### config.mk
export PLATFORM = sky130hd
export DESIGN_NAME = mmt_cell
export DESIGN_NICKNAME = d
export VERILOG_FILES = /design/src/sv/mmt_pkg.sv /design/src/sv/mmt_cell.sv
export SDC_FILE = /design/constraint.sdc
export NUM_CORES = 1
export LEC_CHECK = 0
export BUFFER_PORTS_ARGS = -buffer_cell sky130_fd_sc_hd__buf_2
export CORE_MARGIN = 10
export CORE_UTILIZATION = 30
export CTS_CLUSTER_DIAMETER = 50
export DETAILED_ROUTE_END_ITERATION = 10
export GPL_ROUTABILITY_DRIVEN = 0
export GPL_TIMING_DRIVEN = 1
export PLACE_DENSITY = 0.5
export SLEW_MARGIN = 10
export SYNTH_ARGS = -nofsm -noshare
export SYNTH_HDL_FRONTEND = slang
export SYNTH_SLANG_ARGS = --single-unit
### constraint.sdc
create_clock -name clock -period 7.1 [get_ports clock]
set_clock_uncertainty 0.1 [all_clocks]
set_input_delay 1.42 -clock clock [delete_from_list [all_inputs] [get_ports clock]]
set_output_delay 1.42 -clock clock [all_outputs]
set_load 0.01 [all_outputs]
### src/sv/mmt_pkg.sv
// ============================================================================
// mmt_pkg
// Shared types and codes for the message match table: request and status
// codes, the chain record passed from cell to cell, and the commit controls.
// ============================================================================
package mmt_pkg;

   localparam int TAG_BITS       = 16;
   localparam int NODE_PORT_BITS = 10;
   localparam int SIZE_BITS      = 32;
   localparam int DATA_BITS      = 64;
   localparam int FUNC_BITS      = 3;
   localparam int STATUS_BITS    = 3;

   // request codes; codes above POP_RECV behave as a lookup
   localparam logic [FUNC_BITS-1:0] FUNC_INS_SEND = 3'd0;
   localparam logic [FUNC_BITS-1:0] FUNC_INS_RECV = 3'd1;
   localparam logic [FUNC_BITS-1:0] FUNC_LOOKUP   = 3'd2;
   localparam logic [FUNC_BITS-1:0] FUNC_POP_SEND = 3'd3;
   localparam logic [FUNC_BITS-1:0] FUNC_POP_RECV = 3'd4;

   localparam logic [STATUS_BITS-1:0] STAT_OK        = 3'd0;
   localparam logic [STATUS_BITS-1:0] STAT_NOT_FOUND = 3'd1;
   localparam logic [STATUS_BITS-1:0] STAT_MISMATCH  = 3'd2;
   localparam logic [STATUS_BITS-1:0] STAT_DUPLICATE = 3'd3;
   localparam logic [STATUS_BITS-1:0] STAT_FULL      = 3'd4;

   typedef enum logic {
      MMT_IDLE,
      MMT_SCAN
   } mmt_state_type;

   // record that walks down the cell row, one cell per cycle
   typedef struct packed {
      logic                 token;
      logic                 hit;
      logic                 hit_send;
      logic                 free_seen;
      logic [DATA_BITS-1:0] payload;
   } mmt_chain_type;

   // broadcast to all cells in the cycle that closes a scan
   typedef struct packed {
      logic do_insert;
      logic do_pop;
      logic is_send;
   } mmt_commit_type;

endpackage

### src/sv/mmt_cell.sv
// ============================================================================
// mmt_cell
// One table slot. Compares the held request key when the scan token passes,
// forwards the running hit / free record to the next cell, and remembers
// whether it is the matching slot or the first free slot for the commit.
// ============================================================================
module mmt_cell #(
   parameter int ROUTE_BITS = 36
) (
   input  logic                            clock,
   input  logic                            reset,
   input  logic [ROUTE_BITS-1:0]           req_route,
   input  logic [mmt_pkg::SIZE_BITS-1:0]   req_size,
   input  logic [mmt_pkg::DATA_BITS-1:0]   req_data,
   input  mmt_pkg::mmt_commit_type         commit,
   input  mmt_pkg::mmt_chain_type          chain_in,
   output mmt_pkg::mmt_chain_type          chain_out
);

   logic                          valid_ff;
   logic                          is_send_ff;
   logic [ROUTE_BITS-1:0]         route_ff;
   logic [mmt_pkg::SIZE_BITS-1:0] size_ff;
   logic [mmt_pkg::DATA_BITS-1:0] payload_ff;
   logic                          mark_match_ff;
   logic                          mark_free_ff;
   mmt_pkg::mmt_chain_type        chain_ff;
   mmt_pkg::mmt_chain_type        chain_in_c;
   logic                          match;

   assign match = valid_ff && (route_ff == req_route) && (size_ff == req_size);

   always_comb begin
      chain_in_c = chain_in;
      if (chain_in.token) begin
         if (match) begin
            chain_in_c.hit      = 1'b1;
            chain_in_c.hit_send = is_send_ff;
            chain_in_c.payload  = payload_ff;
         end
         if (!valid_ff) begin
            chain_in_c.free_seen = 1'b1;
         end
      end
   end

   always_ff @(posedge clock) begin
      if (reset) begin
         chain_ff      <= '0;
         valid_ff      <= 1'b0;
         mark_match_ff <= 1'b0;
         mark_free_ff  <= 1'b0;
      end else begin
         chain_ff <= chain_in_c;
         if (chain_in.token) begin
            mark_match_ff <= match;
            mark_free_ff  <= !valid_ff && !chain_in.free_seen;
         end
         if (commit.do_pop && mark_match_ff) begin
            valid_ff <= 1'b0;
         end
         if (commit.do_insert && mark_free_ff) begin
            valid_ff <= 1'b1;
         end
      end
   end

   always_ff @(posedge clock) begin
      if (commit.do_insert && mark_free_ff) begin
         is_send_ff <= commit.is_send;
         route_ff   <= req_route;
         size_ff    <= req_size;
         payload_ff <= req_data;
      end
   end

   assign chain_out = chain_ff;

endmodule

==> results of run 1 <==
registers in the layout, indices dropped and copies added, names as in the netlist:
| register | flops |
|---|---|
| chain_out | 68 |
| is_send_ff | 1 |
| mark_free_ff | 1 |
| mark_match_ff | 1 |
| payload_ff | 64 |
| route_ff | 36 |
| size_ff | 32 |
| valid_ff | 1 |
worst paths after layout:
path / startpoint / end / slack, ps
worst min register to register: mark_free_ff / mark_free_ff / 400
worst max-delay path: req_size[7] / chain_out[63] / 3790
worst max register to register: size_ff[7] / chain_out[63] / 4410
worst min-delay path: mark_free_ff / mark_free_ff / 400
synthesized netlist by cell type:
library cell | count | area, um2
nor4_1 | 6 | 37.5
and4_1 | 3 | 26.3
o21ai_0 | 49 | 245
mux2i_1 | 1 | 10.0
inv_1 | 11 | 41.3
nand4_1 | 12 | 75.1
a211o_1 | 1 | 8.76
nor4_2 | 1 | 12.5
xor2_1 | 13 | 114
buf_8 | 4 | 60.1
a22o_1 | 1 | 8.76
nor2_1 | 6 | 22.5
o21ai_1 | 16 | 80.1
o2111ai_1 | 1 | 8.76
buf_4 | 4 | 30.0
dfxtp_1 | 71 | 1420
a221oi_1 | 1 | 8.76
a2111oi_0 | 3 | 26.3
xnor2_1 | 40 | 350
and2_1 | 1 | 6.26
o2bb2ai_1 | 1 | 8.76
nand2_1 | 2 | 7.51
buf_2 | 5 | 25.0
clkbuf_1 | 25 | 93.8
o22ai_1 | 2 | 12.5
o221ai_1 | 1 | 8.76
a21oi_1 | 69 | 345
edfxtp_1 | 133 | 3990
nand2b_1 | 4 | 25.0
nand3_1 | 65 | 325
nor2b_1 | 11 | 68.8
layout make-up:
class	instances	area, um2	share of cell area
repair buffers	279	1430	0.141
well taps	324	405	0.0400
flip-flops and latches	204	5420	0.534
multi-input cells	310	1850	0.182
diodes	9	22.5	0.00222
clock inverters	22	231	0.0228
clock buffers	32	747	0.0736
inverters	11	41.3	0.00407
stage by stage:
| step | total power [mW] | hold WS (ps) |
|---|---|---|
| after floorplan | 1.41 | 352 |
| after global placement | 1.52 | 378 |
| after detailed placement | 1.52 | 390 |
| after CTS | 2.96 | 403 |
| after global routing | 3.03 | 433 |
| final | 2.91 | 400 |
power groups by stage:
stage | clock, mW | sequential, mW | combinational (mW)
2_1_floorplan | 0 | 1.36 | 0.0548
3_3_place_gp | 0 | 1.35 | 0.169
3_5_place_dp | 0 | 1.35 | 0.171
4_1_cts | 1.47 | 1.32 | 0.171
5_1_grt | 1.51 | 1.32 | 0.189
6_report | 1.42 | 1.32 | 0.169
critical path, stage by stage:
cell     delay [ps]
buf_2           110
xnor2_1         170
nand4_1         120
nor4_1          530
and4_2          320
buf_4           590
nand3_1         170
a21oi_1         170
routing by layer:
metal / wire length (um) / part of all wire / GRT usage
met5: 38 / 0.0017 / 0
met4: 386 / 0.017 / 0.0324
met3: 2460 / 0.11 / 0.0575
met2: 10100 / 0.46 / 0.211
met1: 9070 / 0.41 / 0.159
cells in the final DEF, fill, tap and decap left out, drive strengths merged, types with 7 or more instances in the layout:
cell,count
a21oi,69
buf,279
clkbuf,32
clkinv,8
dfxtp,71
diode,9
edfxtp,133
inv,16
nand3,65
nand4,12
nor2b,11
nor4,7
o21ai,65
xnor2,40
xor2,13
cells by family (layout without fill, tap and decap cells):
kind of cell              count (synthesis)  in the layout  share of synthesized area
muxes                                     1              1                    0.00133
xor gates and xnor gates                 53             53                     0.0618
other                                     0              9                          0
DFF                                     204            204                      0.721
buffers and inverters                    49            344                     0.0333
and+or+nand+nor                         111            111                     0.0808
AOI/OAI and AO/OA                       145            145                      0.101
==> metrics.cfg, run 1 <==
[setup_path]
startpoint_type=primary input
required_ps=7450
cp_max_fo=67
cp-end-kind=flip-flop
cp.arrival_ps=3660
reg2reg_depth=7
criticalPathCategory=in2reg

[logic_synthesis]
ys_seq_area_frac=0.721
syn_nets=768
synth.distinct_cells=31
synth_seq_cells=204
synth_warnings=0
synth_area_um2=7510
syn_avg_cell_area_um2=13.3
synthCells=563

[timing]
tightest_slew_ps=807
fin_ws_ps=3790
finalSetupViolations=0
rsz0062_at_grt=false
fin_setup_tns_ps=0
finalCritPeriodShare=0.467
maxSlewHeadroom=0.462
hold_violations=0
timing.fmax_ghz=0.302
finalMaxSlewViolations=0
min_period_ps=3310

[detailed_routing]
via_per_inst=4.52
wl_per_cell_um=18.5
drc=0
drt_iter0_drc=300
dr.pass1.iters=4
routed_wirelength_um=22100
vias=5379
antenna_left=0

[cts]
cts_max_path_buffers=3
postCtsHoldBufs=0
h-tree-depth=1
root_buffer=clkbuf_16
clkSlewWorstSetupHoldPaths_ps=60
cts_tree=built
cts_resized=0
cts_sinks=204
clk_latency_ps=530
cts_made_buffers=29
cts_setup_buffers=0

[power]
p_sw_mw=0.643
p_clk_frac=0.489
swShare=0.221
power.leakage_nw=3.89
power_density_nw_per_um2=287
ir_drop_mv=0.198
p_seq_frac=0.453
p_int_mw=2.27
combPwrFrac=0.058

[floorplan]
die_w_um=178
ios=273
fp-row-count=57
die_h_um=178
start_util=0.307
dieArea_um2=31800
fp.coreArea_um2=24500

[placed_design]
placed_area_um2=9120
dp_slack_ps=3110
dp_hpwl_um=15500
dp.cells=1127
portBuffers=272

[status]
status=completed

[global_route]
gr-usage-all-layers=0.131
grt_antenna_before_repair=11
grt_pass1_vias=5696
grt_max_degree=88
grt_overflow=0
grt_pass1_wl_um=33000

[cells_and_area]
layout.nets=1040
final_cell_area_um2=10100
drive_gt1_frac=0.387
fillers=2371
synthToLayoutAreaGrowth_pct=35.1
stdcell_count=1191
utilization=0.415

[run]
maxCapViolations=0

[hold_path]
hp-class=reg2reg
hold_depth=2

Note: power is estimated with default switching activity, not from simulation.
==> run 2: changes to the inputs <==
--- a/config.mk
+++ b/config.mk
@@ -5,6 +5,7 @@
 export SDC_FILE = /design/constraint.sdc
 export NUM_CORES = 1
 export LEC_CHECK = 0
+export ABC_AREA = 1
 export BUFFER_PORTS_ARGS = -buffer_cell sky130_fd_sc_hd__buf_2
 export CORE_MARGIN = 10
 export CORE_UTILIZATION = 30
@@ -12,7 +13,7 @@
 export DETAILED_ROUTE_END_ITERATION = 10
 export GPL_ROUTABILITY_DRIVEN = 0
 export GPL_TIMING_DRIVEN = 1
-export PLACE_DENSITY = 0.5
+export PLACE_DENSITY = 0.49
 export SLEW_MARGIN = 10
 export SYNTH_ARGS = -nofsm -noshare
 export SYNTH_HDL_FRONTEND = slang
==> constraint.sdc (replaced) <==
create_clock -name clock -period 3.3 [get_ports clock]
set_clock_uncertainty 0.1 [all_clocks]
set_input_delay 0.66 -clock clock [delete_from_list [all_inputs] [get_ports clock]]
set_output_delay 0.66 -clock clock [all_outputs]
set_load 0.01 [all_outputs]
==> metrics.cfg, run 2 <==
[detailed_routing]
drc=0  ; unchanged
routed_wirelength_um=24700  ; +12%
dr.pass1.iters=4  ; unchanged
via_per_inst=4.04  ; -11%
wl_per_cell_um=14.6  ; -21%
vias=6853  ; +27%
antenna_left=0  ; unchanged
drt_iter0_drc=301  ; +0.33%

[logic_synthesis]
synth_top_family_by_area=simple AND/OR/NAND/NOR gates
synthMostInstantiatedCell=inv_1
synth_top_area_frac=0.456  ; -0.0758
synth_mux_area_frac=0  ; -0.00133
synth-edff-count=133  ; unchanged
syn_avg_cell_area_um2=8.72  ; -35%
synthArstFlopShare=0  ; unchanged
synthXorXnorAreaFrac=0.0160  ; -0.0458
syn_nets=1209  ; +57%
synth_ff_type=edfxtp_1
synth_warnings=0  ; unchanged
synth_fa_ha_area_frac=0  ; unchanged
synthCells=1004  ; +78%
synth_area_leader_cell=edfxtp_1
synth.top_cells.by_area=edfxtp_1 46%, dfxtp_1 16%, inv_1 12%
synth.distinct_cells=20  ; -35%
synth-compound-area-share=0.00914  ; -0.0923
synth_area_um2=8760  ; +17%
ys_seq_area_frac=0.618  ; -0.103
synth_seq_cells=204  ; unchanged
synthTopCellsByCount=273 x inv_1, 247 x nand2_1, 133 x edfxtp_1, 133 x nor2_1, 71 x dfxtp_1
yosys.area_share.simple=0.218  ; +0.137

[cells_and_area]
utilization=0.403  ; -0.0119
drive_gt1_frac=0.263  ; -0.124
synthToLayoutAreaGrowth_pct=32.4
layout_common_cells=272 x buf_2, 271 x inv_1, 247 x nand2_1
fillers=3003  ; +27%
layout.nets=1488  ; +43%
mostFrequentLayoutCell=buf_2
largest_reg_flops=68  ; unchanged

[global_route]
grt_pass1_vias=6919  ; +21%
grt_max_degree=66  ; -25%
grt_pass1_wl_um=37800  ; +15%
grt_antenna_before_repair=9  ; -2
grt_overflow=0  ; unchanged
gr-usage-all-layers=0.130  ; -0.000944

[setup_path]
rr_endpoint=chain_out[34]
critPathMaxStageDelay_ps=540  ; -50 ps
startpoint_type=flip-flop
cp-end-kind=flip-flop
rrSetupSlack_ps=1120  ; -3290 ps
crit_family=simple AND/OR/NAND/NOR gates
critical_path_depth=11  ; +3
crit_path_end=chain_out[34]
cp_max_fo=58  ; -13%
worst-path-buf-inv=1  ; -1
reg2reg_depth=11  ; +4
crit_start=route_ff[3]
required_ps=3630  ; -3820 ps
cp.arrival_ps=2510  ; -1150 ps
critPathSlowestCell=buf_4
criticalPathCategory=reg2reg
worstReg2RegStart=route_ff[3]
crit_top_cell=nand2_1
cp_cell_sequence=nand2_1 > nand2_1 > nor2_1 > nand2_1 > nor2_1 > nand2_1 > nor2_4 > buf_4 > nand4_1 > nand2_1 > nor2_1

[timing]
maxSlewHeadroom=0.483  ; +0.0212
finalMaxSlewViolations=0  ; unchanged
fin_setup_tns_ps=0  ; unchanged
fin_ws_ps=1120  ; -2670 ps
finalCritPeriodShare=0.661
finalSetupViolations=0  ; unchanged
tightest_slew_ps=775  ; -32.9 ps
timing.fmax_ghz=0.459
hold_violations=0  ; unchanged
rsz0062_at_grt=false
min_period_ps=2180

[cts]
cts_tree=built
cts_made_buffers=30  ; +3.4%
h-tree-depth=1  ; unchanged
cts_max_path_buffers=3  ; unchanged
cts_setup_buffers=0  ; unchanged
postCtsHoldBufs=0  ; unchanged
root_buffer=clkbuf_16
clk_latency_ps=540  ; about the same
cts_resized=0  ; unchanged
clkSlewWorstSetupHoldPaths_ps=60  ; about the same
cts_sinks=204  ; unchanged

[power]
ir_drop_mv=0.402  ; +100%
power.leakage_nw=6.08  ; +56%
power_density_nw_per_um2=556  ; +94%

[floorplan]
fp.coreArea_um2=28800  ; +18%
die_h_um=191  ; +7.1%
fp-row-count=62  ; +8.8%
die_w_um=191  ; +7.1%
start_util=0.304  ; -0.00266
ios=273  ; unchanged
dieArea_um2=36400  ; +15%

[run]
maxCapViolations=0  ; unchanged

[placed_design]
dp_hpwl_um=18200  ; +18%
portBuffers=272  ; unchanged
dp_slack_ps=674  ; -2430 ps

[hold_path]
hp-class=in2reg

[status]
status=completed

-- run 2: final cells by class --
cell class,count,area (um2),area share
Antenna cell,5,12.5,0.00108
Clock buffer,34,787,0.0679
Clock inverter,22,221,0.0191
Inverter,275,1040,0.0894
Multi-Input combinational cell,490,2150,0.186
Sequential cell,204,5420,0.467
Tap cell,384,480,0.0414
Timing Repair Buffer,282,1490,0.128
-- run 2: power breakdown --
group | switching [mW] | total, mW | internal, mW | leakage, nW
Combinational | 0.242 | 0.439 | 0.197 | 3.79
Clock | 1.21 | 3.17 | 1.96 | 0.488
Sequential | 0.0237 | 2.84 | 2.81 | 1.80
-- run 2: logic make-up after synthesis --
family,after synthesis
compound gates,16
xor+xnor,16
buf+inv,310
flops,204
simple gates,458
-- run 2: how the worst min path moves through the flow --
stage	from	endpoint	slack (ps)	cells past startpoint
6_report	req_data[24]	payload_ff[24]	200	1
5_1_grt	req_data[24]	payload_ff[24]	170	1
4_1_cts	req_data[24]	payload_ff[24]	160	1
3_5_place_dp	valid_ff	valid_ff	360	2
3_3_place_gp	valid_ff	valid_ff	350	2
2_1_floorplan	valid_ff	valid_ff	330	2
-- run 2: through the flow --
stage / hold slack, ps / instance area [um2] / total power, mW / std cells
floorplan: 333 / 8760 / 3.09 / 1004
global placement: 352 / 10600 / 3.33 / 1635
detailed placement: 361 / 10600 / 3.34 / 1635
CTS: 158 / 11600 / 6.56 / 1691
global route: 167 / 11600 / 6.72 / 1694
finish: 196 / 11600 / 6.45 / 1696
-- run 2: routing by layer --
| layer | share of wire | routed length, um | GRT usage | up-vias |
|---|---|---|---|---|
| met2 | 0.47 | 11600 | 0.213 | 208 |
| met4 | 0.021 | 523 | 0.0421 | 6 |
| met1 | 0.42 | 10300 | 0.155 | 2997 |
| met3 | 0.094 | 2320 | 0.0492 | 41 |
| li1 | - | - | - | 3601 |
| met5 | 0.0019 | 46 | 0 | - |
==> run 3: changes to the inputs <==
==> constraint.sdc (replaced) <==
create_clock -name clock -period 2.1 [get_ports clock]
set_clock_uncertainty 0.1 [all_clocks]
set_input_delay 0.42 -clock clock [delete_from_list [all_inputs] [get_ports clock]]
set_output_delay 0.42 -clock clock [all_outputs]
set_load 0.01 [all_outputs]
==> metrics.cfg, run 3 (synthesis results as in run 2) <==
[timing]
rsz0062_at_grt=true
finalSetupViolations=0  ; unchanged
fin_ws_ps=16.1  ; -1100 ps
finalCritPeriodShare=0.992
min_period_ps=2080
finalMaxSlewViolations=0  ; unchanged
whs_ps=28.9  ; -167 ps
hold_violations=0  ; unchanged
timing.fmax_ghz=0.480
maxSlewHeadroom=0.678  ; +0.195
tightest_slew_ps=483  ; -292 ps

[cts]
cts_made_buffers=30  ; unchanged
root_buffer=clkbuf_16
cts_tree=built
clk_latency_ps=540  ; about the same
h-tree-depth=1  ; unchanged
cts_max_path_buffers=3  ; unchanged
cts_sinks=204  ; unchanged
clkSlewWorstSetupHoldPaths_ps=50  ; about the same

[floorplan]
fp.coreArea_um2=28800  ; unchanged
die_h_um=191  ; unchanged
start_util=0.304  ; unchanged
die_w_um=191  ; unchanged
ios=273  ; unchanged
dieArea_um2=36400  ; unchanged
fp-row-count=62  ; unchanged

[status]
status=completed

[cells_and_area]
mostFrequentLayoutCell=inv_1
fillers=2742  ; -8.7%
layout_common_cells=253 x inv_1, 228 x buf_2, 207 x nand2_1
stdcell_count=1805  ; +6.4%
layout.nets=1600  ; +7.5%
synthToLayoutAreaGrowth_pct=53.9
drive_gt1_frac=0.292  ; +0.0286
largest_reg_flops=68  ; unchanged
utilization=0.468  ; +0.0653

[global_route]
grt_max_degree=79  ; +20%
grt_pass1_vias=7661  ; +11%
gr-usage-all-layers=0.137  ; +0.00690
grt_antenna_before_repair=3  ; -6
grt_overflow=0  ; unchanged
grt_pass1_wl_um=40500  ; +7.0%

[detailed_routing]
vias=7485  ; +9.2%
wl_per_cell_um=15.5  ; +6.4%
drc=0  ; unchanged
routed_wirelength_um=28000  ; +13%
via_per_inst=4.15  ; +2.6%
dr.pass1.iters=4  ; unchanged
antenna_left=0  ; unchanged
drt_iter0_drc=325  ; +8.0%

[setup_path]
rrSetupSlack_ps=80  ; -1040 ps
startpoint_type=primary input
rr_endpoint=chain_out[49]
criticalPathCategory=in2reg
cp.arrival_ps=2450  ; -60 ps
required_ps=2470  ; -1160 ps
reg2reg_depth=12  ; +1
cp_max_fo=8  ; -86%
worstReg2RegStart=route_ff[24]
cp-end-kind=flip-flop

[power]
power_density_nw_per_um2=769  ; +38%
power.leakage_nw=6.95  ; +14%
ir_drop_mv=0.548  ; +36%
p_total_mw=10.4  ; +61%

[run]
maxCapViolations=0  ; unchanged

[hold_path]
hold_start=chain_in[66]
hold_depth=3  ; +2
min_to=chain_out[66]
hp-class=in2reg

[placed_design]
dp.cells=1638  ; +0.18%
portBuffers=272  ; unchanged
dp_slack_ps=-58.5  ; -733 ps
dp_hpwl_um=17900  ; -1.8%

-- run 3: area by class of cell --
cell class / instances / area [um2] / share of cell area
Sequential cell: 204 / 5420 / 0.402
Timing Repair Buffer: 393 / 3090 / 0.230
Clock buffer: 39 / 836 / 0.0620
Antenna cell: 2 / 5.00 / 0.000371
Inverter: 275 / 1040 / 0.0769
Tap cell: 384 / 480 / 0.0357
Multi-Input combinational cell: 491 / 2430 / 0.181
Clock inverter: 17 / 176 / 0.0131
-- run 3: power breakdown --
group	internal (mW)	switching (mW)	leakage [nW]
Sequential	4.42	0.0432	1.80
Clock	3.16	1.82	0.490
Combinational	0.471	0.435	4.66
Total	8.06	2.30	6.95
-- run 3: worst max-delay path, stage by stage --
cell	delay [ps]
dlygate4sd3_1	590
inv_1	70
nand2_1	50
o21ai_1	60
nor2_1	100
nand2_1	70
nor2_1	130
nand2_2	100
nor2_4	180
nand3_4	250
buf_12	240
nand2_2	60
inv_1	40
nor2_1	90
-- run 3: metal layers --
layer / share of wire / track usage
met1: 0.42 / 0.164
met2: 0.48 / 0.228
met3: 0.071 / 0.0408
met4: 0.030 / 0.0512
met5: 0.00025 / 0
-- run 3: stage by stage --
step / area, um2 / setup TNS [ps]
finish: 13500 / 0
global route: 13500 / -2360
CTS: 13000 / 0
global placement: 10700 / -230
floorplan: 8780 / -108260
detailed placement: 10700 / -1740
-- run 3: how the worst max path moves through the flow --
stage,slack (ps),from,cells after the start,end
6_report,20,req_size[19],14,chain_out[49]
5_1_grt,-60,req_route[23],13,chain_out[49]
4_1_cts,10,req_size[26],14,chain_out[38]
2_1_floorplan,-810,commit[2],2,is_send_ff
3_3_place_gp,-20,req_size[20],13,chain_out[25]
3_5_place_dp,-60,req_size[20],13,chain_out[38]
-- run 3: what timing repair did --
action,4_1_cts,5_1_grt
gates resized for setup,0,129
hold endpoints to repair,132,0
hold buffers,132,0
setup endpoints to repair,0,67
setup buffers,0,8
